## config.mk

```make
export PLATFORM = sky130hd
export DESIGN_NAME = slmc_ctrl
export DESIGN_NICKNAME = d
export VERILOG_FILES = /design/src/hw/rtl/slmc_pkg.sv /design/src/hw/rtl/slmc_ctrl.sv
export SDC_FILE = /design/constraint.sdc
export NUM_CORES = 1
export LEC_CHECK = 0
export BUFFER_PORTS_ARGS = -buffer_cell sky130_fd_sc_hd__buf_2
export CAP_MARGIN = 10
export CELL_PAD_IN_SITES_DETAIL_PLACEMENT = 1
export CELL_PAD_IN_SITES_GLOBAL_PLACEMENT = 1
export CORE_AREA = 2 2 39 41
export DETAILED_ROUTE_END_ITERATION = 6
export DIE_AREA = 0 0 41 43
export PLACE_DENSITY = 0.4
export SLEW_MARGIN = 25
export SYNTH_ARGS = -nofsm -noshare
export SYNTH_HDL_FRONTEND = slang
export SYNTH_SLANG_ARGS = --single-unit
```

## constraint.sdc

```tcl
create_clock -name clk -period 1.3 [get_ports clk]
set_input_delay 0.13 -clock clk [delete_from_list [all_inputs] [get_ports clk]]
set_output_delay 0.13 -clock clk [all_outputs]
set_load 0.03 [all_outputs]
```

## src/hw/rtl/slmc_pkg.sv

```systemverilog
// shared types and constants for the set-associative lru miss counter
package slmc_pkg;

    localparam int ADDR_W           = 48;
    localparam int LINE_SIZE_BYTES  = 64;
    localparam int LINE_OFFSET_BITS = $clog2(LINE_SIZE_BYTES);
    localparam int LINE_W           = ADDR_W - LINE_OFFSET_BITS;
    localparam int SET_OUT_W        = 4;
    localparam int COUNT_W          = 32;
    localparam int CFG_W            = 5;
    localparam int CFG_IDX_W        = 1;

    typedef logic [CFG_IDX_W-1:0] cfg_idx_t;

    localparam cfg_idx_t REG_SET_INDEX_BITS = 1'd0;
    localparam cfg_idx_t REG_WAYS_IN_USE    = 1'd1;

    typedef struct packed {
        logic [ADDR_W-1:0] byte_address;
        logic              last_access;
    } in_t;

    typedef struct packed {
        logic                 was_hit;
        logic [SET_OUT_W-1:0] set_number;
        logic [COUNT_W-1:0]   misses_so_far;
        logic                 trace_done;
    } out_t;

    // controller to datapath commands
    typedef struct packed {
        logic capture;
        logic lookup;
        logic commit;
    } cmd_t;

endpackage

```

## src/hw/rtl/slmc_ctrl.sv

```systemverilog
// controller state machine: request sequencing and output handshake
module slmc_ctrl (
    input  logic          clk,
    input  logic          rst_n,
    input  logic          in_valid,
    output logic          in_ready,
    output logic          out_valid,
    input  logic          out_ready,
    output slmc_pkg::cmd_t cmd
);
    import slmc_pkg::*;

    typedef enum logic [2:0] {
        ST_IDLE   = 3'b001,
        ST_LOOKUP = 3'b010,
        ST_UPDATE = 3'b100
    } state_t;

    state_t state_reg, state_next;
    logic   out_valid_reg, out_valid_next;
    logic   out_free;

    assign out_free  = !out_valid_reg || out_ready;
    assign in_ready  = (state_reg == ST_IDLE);
    assign out_valid = out_valid_reg;

    always_comb
    begin
        state_next  = state_reg;
        cmd         = '0;
        case (state_reg)
            ST_IDLE:
            begin
                if (in_valid)
                begin
                    cmd.capture = 1'b1;
                    state_next  = ST_LOOKUP;
                end
            end
            ST_LOOKUP:
            begin
                cmd.lookup = 1'b1;
                state_next = ST_UPDATE;
            end
            ST_UPDATE:
            begin
                if (out_free)
                begin
                    cmd.commit = 1'b1;
                    state_next = ST_IDLE;
                end
            end
            default:
            begin
                state_next = ST_IDLE;
            end
        endcase
    end

    always_comb
    begin
        out_valid_next = out_valid_reg;
        if (cmd.commit)
        begin
            out_valid_next = 1'b1;
        end
        else if (out_ready)
        begin
            out_valid_next = 1'b0;
        end
    end

    always_ff @(posedge clk or negedge rst_n)
    begin
        if (!rst_n)
        begin
            state_reg     <= ST_IDLE;
            out_valid_reg <= 1'b0;
        end
        else
        begin
            state_reg     <= state_next;
            out_valid_reg <= out_valid_next;
        end
    end

endmodule

```

==> metrics.yaml, run 1 <==
setup_path:
  crit_start: "state_reg[1]"
  endpoint_kind: "output pin"
  worstSetupStartpointType: "register"
  ff2ff_path_depth: 4
  path_max_fanout: 2
  critical_path_class: "register to output pin"
  critical_path_required_ns: 1.17
  worstReg2RegStart: "state_reg[1]"
  r2r_setup_slack_ns: 0.17
  cp_data_arrival_time_ns: 1.28
  critical_path.reg2reg.endpoint: "state_reg[2]"
run:
  timing.max_cap.violations: 0
floorplanning:
  design.die.area_um2: 1760
  num_rows: 14
  design.core.area_um2: 1380
  floorplan.io_pins: 9
  die_w_um: 41
  floorplan.initialDensity_pct: 16.5
  die_outline_height_um: 43
clocking:
  tritoncts: "done"
  clock-sinks: 4
  clk-insertion-delay-late_ns: 0.23
  ctsRootBufferMaster: "sky130_fd_sc_hd__clkbuf_4"
  htreeDepth: 1
  path_clk_slew_ns: 0.04
  cts_max_path_buffers: 2
  inserted_clock_buffers: 3
synthesis:
  synth_seq_cells: 4
  ys_top_cells_by_count: "sky130_fd_sc_hd__and4bb_2, sky130_fd_sc_hd__dfrtp_1, sky130_fd_sc_hd__inv_1"
  yosys.cell_types.count: 13
  synth_async_sr_flop_share_pct: 100
  synthDominantCellAreaShare_pct: 32.8
  syn_avg_cell_area_um2: 11.4
  synthesis.instances: 20
  synth_top_cell_by_area: "sky130_fd_sc_hd__dfrtp_1"
  syn_area_um2: 229
  netlist_top_cells_area: "sky130_fd_sc_hd__dfrtp_1, sky130_fd_sc_hd__and4bb_2, sky130_fd_sc_hd__dfstp_2, sky130_fd_sc_hd__buf_4, sky130_fd_sc_hd__a211oi_2"
  number_of_flops_mapped_to_enable_cells_by_yosys: 0
  ys_dominant_reg_cell: "sky130_fd_sc_hd__dfrtp_1"
  synth_sequential_area_ratio_pct: 44.3
  synthesis.yosys.warnings: 0
  synth.net_count: 24
timing:
  hold_worst_slack_ns: 0.133
  clock-skew-final_ns: 0.00771
  slew_headroom_pct: 78.9
  fin_tns_setup_ns: -0.209
  layout_setup_ws_ns: -0.110
  timing_worst_slew_pin_value_ns: 0.316
  max_freq_mhz: 709
  timing.final.hold_violations: 0
  finalMaxSlewViolations: 0
  finalCriticalPeriod_ns: 1.41
  min_period_over_period_pct: 108
  setup_viol: 3
  rsz0062_at_grt: "yes"
global_route:
  grt_util_met2_pct: 10.3
  grt_max_degree: 6
  gr-total-overflow: 0
  grt_use_total_pct: 7.34
  gr-max-usage-layer: "met2"
  grt_pass1_wl_um: 814
  initial_antenna_violation_count: 0
  first_global_vias: 223
  met3_usage_pct: 3.66
  grtUsageMet1_pct: 6.80
status:
  failed_checks: "setup timing"
  status: "complete, but fails checks"
routing:
  antenna_left: 0
  detailroute.via_count: 197
  routed_wire_length_per_instance_um: 8.90
  viasPerCell: 3.79
  firstDrtPassIters: 2
  dr.first_iter.drc_count: 1
  drt-total-wl_um: 463
  drc: 0
cells_and_area:
  layout-drive-gt1-share_pct: 72.2
  fin_cells: 52
  largest_register_ffs: 3
  layout.nets: 41
  antenna_cells: 0
  utilization_pct: 27.3
  synthToLayoutAreaGrowth_pct: 65.0
placed_design:
  dp_hpwl_um: 391
  port-buffer-count: 8
  placed_cells: 44
  gp_congestion: 0.690
min_path:
  hold_depth: 2
  hold_class: "input pin to register"
  worst_hold_path_startpoint: "out_ready"
  holdPathEnd: "out_valid"
power_and_ir_drop:
  leakage_uw: 0.000180
  finalPower_uw: 814
  power_density_over_the_cells_nw_per_um2: 2150
  peakVddDrop_uv: 681
-- repair_timing --
item,in CTS,in global routing
buffers inserted,2,1
resized for setup,5,3
hold buffers,1,0
endpoints found under the setup margin,4,4
cloned,0,0
pin swaps,2,1
hold endpoints to repair,4,0
-- report_power, final --
part | switching (µW) | internal, µW | leakage [µW] | total [µW]
Combinational | 209 | 222 | 0.000114 | 431
Clock | 50.0 | 115 | 0.0000150 | 165
Sequential | 40.9 | 177 | 0.0000510 | 218
Total | 300 | 513 | 0.000180 | 814
-- layout by cell type, fill, tap and decap left out --
cell	instances
sky130_fd_sc_hd__clkbuf_1	1
sky130_fd_sc_hd__and4bb_2	3
sky130_fd_sc_hd__and2b_2	1
sky130_fd_sc_hd__nor3b_1	1
sky130_fd_sc_hd__clkbuf_4	3
sky130_fd_sc_hd__nor3_2	1
sky130_fd_sc_hd__inv_2	1
sky130_fd_sc_hd__buf_4	6
sky130_fd_sc_hd__a211oi_2	1
sky130_fd_sc_hd__a21oi_4	1
sky130_fd_sc_hd__o21a_1	1
sky130_fd_sc_hd__dlygate4sd3_1	1
sky130_fd_sc_hd__or3b_4	1
sky130_fd_sc_hd__inv_1	2
sky130_fd_sc_hd__buf_2	5
sky130_fd_sc_hd__dfstp_2	1
sky130_fd_sc_hd__buf_6	2
sky130_fd_sc_hd__dfrtp_1	3
sky130_fd_sc_hd__o21ai_0	1
-- layer usage --
metal	vias to the layer above	part of all wire, %
li1	100	-
met1	93	39
met2	4	55
met3	0	5.8
met4	0	0
met5	-	0
-- worst max path at each step --
stage,to,cells past startpoint
floorplan,in_ready,2
global placement,cmd[0],3
detailed placement,cmd[0],3
CTS,cmd[0],3
global route,cmd[0],3
finish,cmd[0],3
-- cell families (layout without fill, tap and decap cells) --
kind of cell	Yosys count	count (layout)	share of synthesized area [%]
compound gates	4	4	14.8
buf+inv	5	21	11.5
flops	4	4	44.3
simple gates	7	7	29.5
-- final cells by class --
class	instances	area [µm²]
well taps	16	20.0
repair buffers	14	103
inverters	3	11.3
multi-input cells	11	116
fillers	164	1010
flip-flops and latches	4	101
clock buffers	4	26.3
-- worst max-delay path, stage by stage (launching register included) --
cell and delay, ns:
sky130_fd_sc_hd__dfrtp_1 0.37, sky130_fd_sc_hd__or3b_4 0.41, sky130_fd_sc_hd__a21oi_4 0.12, sky130_fd_sc_hd__buf_6 0.14
-- through the flow --
stage                     worst slack [ns]  area (µm²)
final                               -0.110         378
after global routing                -0.169         378
after CTS                           -0.132         360
after detailed placement            0.0833         294
after global placement              0.0980         294
after floorplan                      0.117         234
No activity file was read; power rests on OpenSTA's default activity.
==> run 2, diff against run 1 <==
--- a/constraint.sdc
+++ b/constraint.sdc
@@ -3,2 +3,2 @@
 set_output_delay 0.13 -clock clk [all_outputs]
-set_load 0.03 [all_outputs]
+set_load 0.005 [all_outputs]
==> run 2 against run 1 <==
Compared with the run above: the flow still finishes with violations (setup timing); utilization is 0.72 points lower; total power fell by 14%; first-iteration DRC count rose to 3.0 times the previous value; combinational power down 28%; design area fell by 2.6%; worst setup slack improved by 0.051 ns; critical endpoint unchanged; highest routed layer unchanged.
==> metrics.yaml, run 2 (synthesized netlist as in run 1, its figures left out) <==
status:
  status: "complete, but fails checks"
  failed_checks: "setup timing"
clocking:
  tritoncts: "done"
  clk-insertion-delay-late_ns: 0.24  # about the same
  clock-sinks: 4  # unchanged
  path_clk_slew_ns: 0.04  # about the same
  inserted_clock_buffers: 3  # unchanged
  cts_max_path_buffers: 2  # unchanged
  htreeDepth: 1  # unchanged
  ctsRootBufferMaster: "sky130_fd_sc_hd__clkbuf_4"
setup_path:
  cp-endpoint: "cmd[0]"
  worst-path-stages: 3  # unchanged
  crit_path_cell_trace: "or3b_4 > a21oi_2 > buf_2"
  critical_path_class: "register to output pin"
  cpPeakStageDelay_ns: 0.40  # about the same
  slowest_cell_on_the_critical_path: "sky130_fd_sc_hd__or3b_4"
  r2r_setup_slack_ns: 0.15  # -0.02 ns
  critical_path_required_ns: 1.17  # about the same
  cp_data_arrival_time_ns: 1.23  # -0.05 ns
  endpoint_kind: "output pin"
  path_max_fanout: 5  # +3
  worstSetupStartpointType: "register"
  critical_path_buf_inv_count: 1  # unchanged
  crit_start: "state_reg[0]"
  worstReg2RegStart: "state_reg[2]"
  cp_top_family: "simple AND/OR/NAND/NOR gates"
  critical_path.reg2reg.endpoint: "state_reg[0]"
  ff2ff_path_depth: 4  # unchanged
timing:
  timing_worst_slew_pin_value_ns: 0.184  # -0.132 ns
  fin_tns_setup_ns: -0.0812  # +0.127 ns
  hold_worst_slack_ns: 0.115  # -0.0185 ns
  slew_headroom_pct: 87.7  # +8.8 points
  rsz0062_at_grt: "yes"
  finalCriticalPeriod_ns: 1.36  # -0.0512 ns
  timing.final.hold_violations: 0  # unchanged
  finalMaxSlewViolations: 0  # unchanged
  min_period_over_period_pct: 105  # -3.9 points
  setup_viol: 3  # unchanged
  layout_setup_ws_ns: -0.0585  # +0.0512 ns
  clock-skew-final_ns: 0.00986  # +0.00214 ns
  max_freq_mhz: 736  # +3.8%
floorplanning:
  die_outline_height_um: 43  # unchanged
  floorplan.initialDensity_pct: 16.5  # unchanged
  design.die.area_um2: 1760  # unchanged
  design.core.area_um2: 1380  # unchanged
  floorplan.io_pins: 9  # unchanged
  num_rows: 14  # unchanged
  die_w_um: 41  # unchanged
routing:
  drt-total-wl_um: 580  # +25%
  viasPerCell: 4.11  # +8.6%
  dr.first_iter.drc_count: 3  # +2
  routed_wire_length_per_instance_um: 10.9  # +23%
  firstDrtPassIters: 4  # +2
  detailroute.via_count: 218  # +11%
  antenna_left: 0  # unchanged
  drc: 0  # unchanged
power_and_ir_drop:
  pwr-share-comb_pct: 44.2  # -8.8 points
  finalPower_uw: 702  # -14%
  share_clk_of_total_power_pct: 24.1  # +3.8 points
  power_frac_seq_pct: 31.7  # +5.0 points
  leakage_uw: 0.000184  # +2.1%
  p_sw_uw: 215  # -28%
  power_density_over_the_cells_nw_per_um2: 1910  # -11%
  peakVddDrop_uv: 613  # -9.9%
  cellInternalPower_uw: 487  # -5.2%
  switching_share_of_power_pct: 30.7  # -6.2 points
min_path:
  hold_class: "input pin to register"
global_route:
  gr-max-usage-layer: "met2"
  grt_max_degree: 6  # unchanged
  initial_antenna_violation_count: 0  # unchanged
  grtUsageMet1_pct: 8.82  # +2.0 points
  first_global_vias: 207  # -7.2%
  grt_use_total_pct: 7.87  # +0.53 points
  grt_util_met2_pct: 11.3  # +0.94 points
  grt_pass1_wl_um: 890  # +9.3%
  gr-total-overflow: 0  # unchanged
  met3_usage_pct: 6.28  # +2.6 points
placed_design:
  port-buffer-count: 8  # unchanged
  dp_hpwl_um: 378  # -3.4%
  gp_congestion: 0.640  # -7.3%
cells_and_area:
  synthToLayoutAreaGrowth_pct: 60.7
  antenna_cells: 0  # unchanged
  most-common-layout-cells: "sky130_fd_sc_hd__buf_2, sky130_fd_sc_hd__buf_4"
  layout.nets: 42  # +2.4%
  largest_register_ffs: 3  # unchanged
  layout-drive-gt1-share_pct: 73.0  # +0.75 points
  utilization_pct: 26.6  # -0.72 points
  layout_commonest_cell: "sky130_fd_sc_hd__buf_2"
run:
  timing.max_cap.violations: 0  # unchanged
==> run 2: worst min path at each step <==
stage              start            to  slack (ns)  cells past startpoint
2_1_floorplan      rst_n     out_valid       -0.17                      0
3_3_place_gp       rst_n     out_valid       -0.06                      1
3_5_place_dp       rst_n  state_reg[2]       -0.06                      1
4_1_cts        out_ready     out_valid        0.11                      2
5_1_grt        out_ready     out_valid        0.10                      2
6_report       out_ready     out_valid        0.11                      2
==> run 2: cell type report <==
cell class	count	area, µm²
tap	16	20.0
multi-input combinational	11	114
fill	175	1020
clock buffer	4	26.3
timing repair buffer	15	95.1
sequential	4	101
inverter	3	11.3
==> run 2: timing repair <==
action / 4_1_cts / 5_1_grt
resized for setup: 1 / 2
buffers inserted: 5 / 1
pin swaps: 0 / 1
hold buffers: 1 / 0
endpoints found under the hold margin: 4 / 0
endpoints found under the setup margin: 2 / 4
==> run 2: through the flow <==
stage	std cells	cell area [µm²]	setup WS, ns
final	53	368	-0.0585
after global routing	53	368	-0.119
after CTS	52	350	-0.0679
after detailed placement	42	274	0.131
after global placement	42	274	0.133
after floorplan	20	229	0.198
==> run 2: layer usage <==
metal | vias to the layer above | part of all wire, %
met4 | 0 | 0
li1 | 103 | -
met3 | 0 | 8.4
met2 | 8 | 53
met5 | - | 0
met1 | 107 | 38
==> run 2: power groups by stage <==
stage / clock network, µW / registers [µW] / logic [µW]
floorplan: 0 / 213 / 137
global placement: 0 / 228 / 192
detailed placement: 0 / 232 / 191
CTS: 179 / 217 / 281
global route: 197 / 229 / 346
finish: 169 / 223 / 310
